**src/rtl/core/gmwf_pkg.sv**
```systemverilog
// package for the gated five-entry median window filter
// holds the sample type, window sizing constants and the window bundle
// no dependencies
package gmwf_pkg;

    localparam int WindowLen = 5;
    localparam int SampleW   = 16;
    localparam int IdxW      = $clog2(WindowLen);
    localparam int RankW     = $clog2(WindowLen);
    localparam int MidRank   = WindowLen / 2;

    typedef logic signed [SampleW-1:0] t_sample;

    // window entries handed from the cell chain to the median network
    typedef struct packed {
        t_sample [WindowLen-1:0] entry;
    } t_window;

endpackage

```
**src/rtl/core/gmwf_cell.sv**
```systemverilog
// one window cell: holds one stored sample and hands it to its neighbor on a shift
// depends on gmwf_pkg
module gmwf_cell (
    input  logic             i_clk,
    input  logic             i_shift,
    input  gmwf_pkg::t_sample i_prev,
    output gmwf_pkg::t_sample o_val,
    output gmwf_pkg::t_sample o_next
);

    gmwf_pkg::t_sample r_val;
    gmwf_pkg::t_sample n_val;

    // take the neighbor's value when the chain advances
    always_comb begin
        n_val = i_shift ? i_prev : r_val;
    end

    always_ff @(posedge i_clk) begin
        r_val <= n_val;
    end

    assign o_val  = r_val;
    assign o_next = n_val;

endmodule

```
**src/rtl/core/gmwf_median.sv**
```systemverilog
// rank-select median network over the window entries
// depends on gmwf_pkg
module gmwf_median (
    input  gmwf_pkg::t_window i_win,
    output gmwf_pkg::t_sample o_median
);

    logic [gmwf_pkg::RankW-1:0] rank [gmwf_pkg::WindowLen];

    // rank each entry, ties broken by position so exactly one entry has the middle rank
    always_comb begin
        for (int i = 0; i < gmwf_pkg::WindowLen; i++) begin
            rank[i] = '0;
            for (int j = 0; j < gmwf_pkg::WindowLen; j++) begin
                if ((i_win.entry[j] < i_win.entry[i]) ||
                    ((i_win.entry[j] == i_win.entry[i]) && (j < i))) begin
                    rank[i] = rank[i] + gmwf_pkg::RankW'(1);
                end
            end
        end
    end

    // pick the entry whose rank is the middle one
    always_comb begin
        o_median = '0;
        for (int i = 0; i < gmwf_pkg::WindowLen; i++) begin
            if (rank[i] == gmwf_pkg::RankW'(gmwf_pkg::MidRank)) begin
                o_median = o_median | i_win.entry[i];
            end
        end
    end

endmodule

```
**src/rtl/core/gated_median5_window_filter.sv**
```systemverilog
// top level of the gated five-entry median window filter
// depends on gmwf_pkg, gmwf_cell and gmwf_median
//
// Each transaction carries one signed 16-bit sample. Samples greater than zero
// enter a chain of five cells; zero and negative samples leave the window as is.
// Until five positive samples have been stored the sample is returned unchanged
// with o_window_full low; from then on every transaction returns the median of
// the five stored samples with o_window_full high, including the transaction that
// stores the fifth sample. One transaction is taken every clock cycle while o_stall
// is low; its result is registered in the output register, or first in the skid
// register while the output register is held. The two registers let input keep
// flowing while a result waits; o_stall rises only when both are occupied.
module gated_median5_window_filter (
    input  logic        i_clk,
    input  logic        i_rst_n,
    input  logic        i_valid,
    output logic        o_stall,
    input  logic signed [15:0] i_sample,
    output logic        o_valid,
    input  logic        i_stall,
    output logic signed [15:0] o_filtered,
    output logic        o_window_full
);

    localparam int Len  = gmwf_pkg::WindowLen;
    localparam int IdxW = gmwf_pkg::IdxW;

    logic                accept;
    logic                shift;
    logic                out_take;
    logic                res_full;
    gmwf_pkg::t_sample   res_filt;
    gmwf_pkg::t_sample   median;
    gmwf_pkg::t_window   win_next;
    gmwf_pkg::t_sample   cell_val [Len];

    logic [IdxW-1:0]     r_widx;
    logic [IdxW-1:0]     n_widx;
    logic                r_filled;
    logic                n_filled;

    logic                r_out_valid;
    logic                r_out_full;
    gmwf_pkg::t_sample   r_out_filt;
    logic                r_skid_valid;
    logic                r_skid_full;
    gmwf_pkg::t_sample   r_skid_filt;

    // input handshake and store gate
    assign accept = i_valid && !o_stall;
    assign shift  = accept && !i_sample[15] && (|i_sample);

    // chain of window cells, cell zero takes the new sample
    for (genvar k = 0; k < Len; k++) begin : g_cell
        gmwf_cell u_cell (
            .i_clk  (i_clk),
            .i_shift(shift),
            .i_prev ((k == 0) ? gmwf_pkg::t_sample'(i_sample) : cell_val[(k == 0) ? 0 : k-1]),
            .o_val  (cell_val[k]),
            .o_next (win_next.entry[k])
        );
    end

    // median of the window as it stands after this transaction
    gmwf_median u_median (
        .i_win   (win_next),
        .o_median(median)
    );

    // write position and filled flag
    always_comb begin
        n_widx   = r_widx;
        n_filled = r_filled;
        if (shift) begin
            if (r_widx == IdxW'(Len - 1)) begin
                n_widx   = '0;
                n_filled = 1'b1;
            end else begin
                n_widx = r_widx + IdxW'(1);
            end
        end
    end

    assign res_full = n_filled;
    assign res_filt = n_filled ? median : gmwf_pkg::t_sample'(i_sample);

    always_ff @(posedge i_clk) begin
        if (!i_rst_n) begin
            r_widx   <= '0;
            r_filled <= 1'b0;
        end else begin
            r_widx   <= n_widx;
            r_filled <= n_filled;
        end
    end

    // output register with skid stage
    assign out_take = r_out_valid && !i_stall;
    assign o_stall  = r_skid_valid;

    always_ff @(posedge i_clk) begin
        if (!i_rst_n) begin
            r_out_valid  <= 1'b0;
            r_skid_valid <= 1'b0;
        end else begin
            if (!r_out_valid || out_take) begin
                if (r_skid_valid) begin
                    r_out_valid  <= 1'b1;
                    r_skid_valid <= 1'b0;
                end else begin
                    r_out_valid <= accept;
                end
            end else if (accept) begin
                r_skid_valid <= 1'b1;
            end
        end
    end

    // payload registers
    always_ff @(posedge i_clk) begin
        if (!r_out_valid || out_take) begin
            if (r_skid_valid) begin
                r_out_filt <= r_skid_filt;
                r_out_full <= r_skid_full;
            end else begin
                r_out_filt <= res_filt;
                r_out_full <= res_full;
            end
        end else if (accept) begin
            r_skid_filt <= res_filt;
            r_skid_full <= res_full;
        end
    end

    assign o_valid       = r_out_valid;
    assign o_filtered    = r_out_filt;
    assign o_window_full = r_out_full;

endmodule
```
**config.mk**
```make
export PLATFORM = sky130hd
export DESIGN_NAME = gated_median5_window_filter
export DESIGN_NICKNAME = d
export VERILOG_FILES = /design/src/rtl/core/gmwf_pkg.sv /design/src/rtl/core/gmwf_cell.sv /design/src/rtl/core/gmwf_median.sv /design/src/rtl/core/gated_median5_window_filter.sv
export SDC_FILE = /design/constraint.sdc
export NUM_CORES = 1
export LEC_CHECK = 0
export BUFFER_PORTS_ARGS = -buffer_cell sky130_fd_sc_hd__buf_2
export CAP_MARGIN = 20
export CORE_UTILIZATION = 64
export CTS_CLUSTER_DIAMETER = 40
export DETAILED_ROUTE_END_ITERATION = 16
export PLACE_DENSITY = 0.8
export SLEW_MARGIN = 20
export SYNTH_ARGS = -nofsm -noshare
export SYNTH_HDL_FRONTEND = slang
export SYNTH_HIERARCHICAL = 1
export SYNTH_SLANG_ARGS = --single-unit
```
**constraint.sdc**
```tcl
create_clock -name i_clk -period 8.3 [get_ports i_clk]
set_input_delay 1.245 -clock i_clk [delete_from_list [all_inputs] [get_ports i_clk]]
set_output_delay 1.245 -clock i_clk [all_outputs]
set_load 0.05 [all_outputs]
```
==> flow_summary.yaml <==
place:
  gp_congestion: 1.04
  dp_hpwl_um: 20700
  pre_cts_ws_ns: 0.623
  port_buffers: 38
setup_path:
  worst_path_largest_cell_delay_ns: 0.88
  cp-startpoint: "i_sample[8]"
  crit_arrival_ns: 7.96
  worstPathMaxFanout: 80
  crit_type: "in -> reg"
  r2r_slack_ns: 1.23
  reg2reg_depth: 21
  timing.rr.end: "o_filtered[8]"
  slowest_stage: "a31oi_2"
  cp_top_family: "compound AO/OA/AOI/OAI gates"
  critical_path.cell_chain: "buf_2 > nor4_1 > and4_1 > nor2_4 > buf_12 > mux2_4 > ha_1 > a21o_1 > a21o_1 > a21oi_1 > o21ai_0 > o21ai_0 > ha_1 > xor2_1 > ha_1 > nor4b_2 > o21ai_1 > a31oi_2 > and2_1 > a211o_1 > nor2b_1 > a22oi_1 > nand3_1"
  r2r-start: "o_stall"
  required_ns: 8.59
  path_depth: 23
  critPathLaunchType: "primary input"
  critPathCapture: "o_filtered[8]"
  endpoint_kind: "register"
  cpMostUsedCell: "ha_1"
  critPathBufInv: 2
clocking:
  clkTransAtPathRegs_ns: 0.06
  hold_buffers: 0
  htreeDepth: 4
  cts_resized: 0
  cts_made_buffers: 17
  cts-root-buf: "clkbuf_16"
  cts_max_path_buffers: 2
  cts_num_sinks: 120
  cts_tree: "built"
  clock_latency_ns: 0.43
  post_cts_buffers: 0
cells_and_area:
  nNetsFinal: 1239
  seq_area_mm2: 0.00274
  areaGrowthSynthToFinish_pct: 8.55
  multi_input_area_mm2: 0.00670
  drive_above_1_share: 0.198
  filler_cell_count: 1098
  diodes: 0
outcome:
  status: "complete, no violations"
timing:
  grt_setup_unrepaired: "false"
  postLayoutSetupSlackWorst_ns: 0.635
  hold_viol_final: 0
  max_slew_margin: 0.289
  fin_crit_sh: 0.923
  drv_slew: 0
  setup_viol: 0
  fmax_mhz: 130
  setup_tns_ns: 0
  skew_ns: 0.0125
  tightestPinTransition_ns: 1.06
  period_minus_slack_ns: 7.66
global_route:
  antenna_found_initial: 0
  grt_use_total: 0.351
  grt_pass1_vias: 8024
  grt_max_degree: 81
  globalRoute.totalOverflow: 0
  grt_pass1_wl_um: 43400
routing:
  drt-initial-drc-count: 740
  ant_nets: 0
  via_per_inst: 6.61
  drc: 0
  wl_per_cell_um: 22.2
  wl_um: 28100
  firstDrtPassIters: 6
  vias: 8379
logic_synthesis:
  ys.flop_type: "dfxtp_1"
  ys_warn_count: 6
  yosys.area.top_type: "ha_1"
  ys_types: 80
  synth-async-reset-ratio: 0
  synthCells: 1010
  synth_top_area_share: 0.217
  synth_seq_cells: 120
  ys_top_cells_by_area: "ha_1 22%, dfxtp_1 17%, edfxtp_1 10%"
  synth_area_mm2: 0.0101
  synth_edf_count: 34
  avgSynthCellArea_um2: 9.98
  syn_nets: 1205
  ys_seq_area_frac: 0.272
die:
  fp.dieW_um: 127
  die_h_um: 127
  die_area_mm2: 0.0163
  core_area_mm2: 0.0153
  initial_core_util: 0.661
  io_pins: 39
  rows: 45
min_path:
  hold_path.class: "reg -> reg"
flow_run:
  drv_cap: 0
-- Yosys cell counts (10+ instances only) --
master      n
a211o_1    18
a21o_1     12
a21oi_1    58
a22oi_1    17
and2_1     16
buf_6      10
clkbuf_1   12
dfxtp_1    86
edfxtp_1   34
ha_1      175
inv_1      94
mux2_2     40
mux2_4     58
nand2_1    33
nand3_1    57
nand4_1    31
nor2_1     24
nor2b_1    27
nor3_1     12
nor3b_1    16
o211ai_1   10
o21ai_0    36
o221ai_1   17
-- state kept, by name (all words and copies together) (netlist names) --
register,cells
o_filtered,16
o_valid,1
o_window_full,1
r_skid_filt,16
r_filled,1
o_stall,1
r_widx,3
r_skid_full,1
g_cell.u_cell/o_val,80
-- stage by stage --
| stage | instance area [um2] | cells | utilization | hold slack [ns] |
|---|---|---|---|---|
| 4_1_cts | 10900 | 1268 | 0.717 | 0.489 |
| 2_1_floorplan | 10100 | 1010 | - | 0.456 |
| 3_3_place_gp | 10300 | 1236 | 0.678 | 0.471 |
| 6_report | 10900 | 1268 | 0.717 | 0.490 |
| 3_5_place_dp | 10300 | 1236 | 0.678 | 0.468 |
| 5_1_grt | 10900 | 1268 | 0.717 | 0.497 |
-- metal layers --
metal  share of wire  global-route usage  vias up
met5               0                   0        -
met4           0.061               0.227        0
met3           0.086              0.0783      130
met2            0.44               0.553      467
met1            0.41               0.434     3883
li1                -                   -     3899
-- worst reg2reg max path, cell delays in order, from the launching register on --
cell      delay, ns
dfxtp_2        0.61
nand3b_1       0.47
nor2_4         0.19
buf_12         0.44
mux2_4         0.48
ha_1           0.33
a21o_1         0.20
a21o_1         0.19
a21oi_1        0.21
o21ai_0        0.17
o21ai_0        0.54
ha_1           0.40
xor2_1         0.18
ha_1           0.24
nor4b_2        0.36
o21ai_1        0.14
a31oi_2        0.88
and2_1         0.27
a211o_1        0.20
nor2b_1        0.20
a22oi_1        0.09
nand3_1        0.13
-- cell type report --
cell class,instances,area share
Inverter,95,0.0328
Clock inverter,13,0.0130
Clock buffer,19,0.0415
Tap cell,211,0.0241
Multi-Input combinational cell,762,0.612
Sequential cell,120,0.251
Timing Repair Buffer,48,0.0254
-- placed cells by master, fill, tap and decap left out, types with 10 or more instances in the layout --
cell type / n
mux2_2: 40
a22oi_1: 17
buf_2: 38
inv_1: 94
and2_1: 16
nor3_1: 12
mux2_4: 58
nand2_1: 33
o221ai_1: 17
nor2b_1: 27
nand3_1: 57
a21oi_1: 58
edfxtp_1: 34
o21ai_0: 36
clkbuf_16: 18
nand4_1: 31
a211o_1: 18
a21o_1: 12
ha_1: 175
nor3b_1: 15
nor2_1: 23
o211ai_1: 10
dfxtp_1: 85
-- cell families (layout without fill, tap and decap cells) --
kind of cell / count (synthesis) / in the layout / share of synthesized area
adders and majority gates: 175 / 175 / 0.217
muxes: 98 / 98 / 0.131
buffers and inverters: 128 / 175 / 0.0644
AOI/OAI and AO/OA: 227 / 227 / 0.161
DFF: 120 / 120 / 0.272
and+or+nand+nor: 257 / 257 / 0.150
xor gates and xnor gates: 5 / 5 / 0.00434
-- how the worst min path moves through the flow --
stage / depth (start not counted) / slack [ns] / from / endpoint
finish: 1 / 0.49 / g_cell[4].u_cell/o_val[12] / g_cell[4].u_cell/o_val[12]
global route: 1 / 0.50 / g_cell[4].u_cell/o_val[12] / g_cell[4].u_cell/o_val[12]
CTS: 1 / 0.49 / g_cell[4].u_cell/o_val[10] / g_cell[4].u_cell/o_val[10]
detailed placement: 1 / 0.47 / g_cell[4].u_cell/o_val[5] / g_cell[4].u_cell/o_val[5]
global placement: 1 / 0.47 / g_cell[4].u_cell/o_val[4] / g_cell[4].u_cell/o_val[4]
floorplan: 1 / 0.46 / g_cell[4].u_cell/o_val[10] / g_cell[4].u_cell/o_val[10]
Power is not shown: default switching activity piles up to over one toggle a cycle in this logic, so the estimate is an artifact.
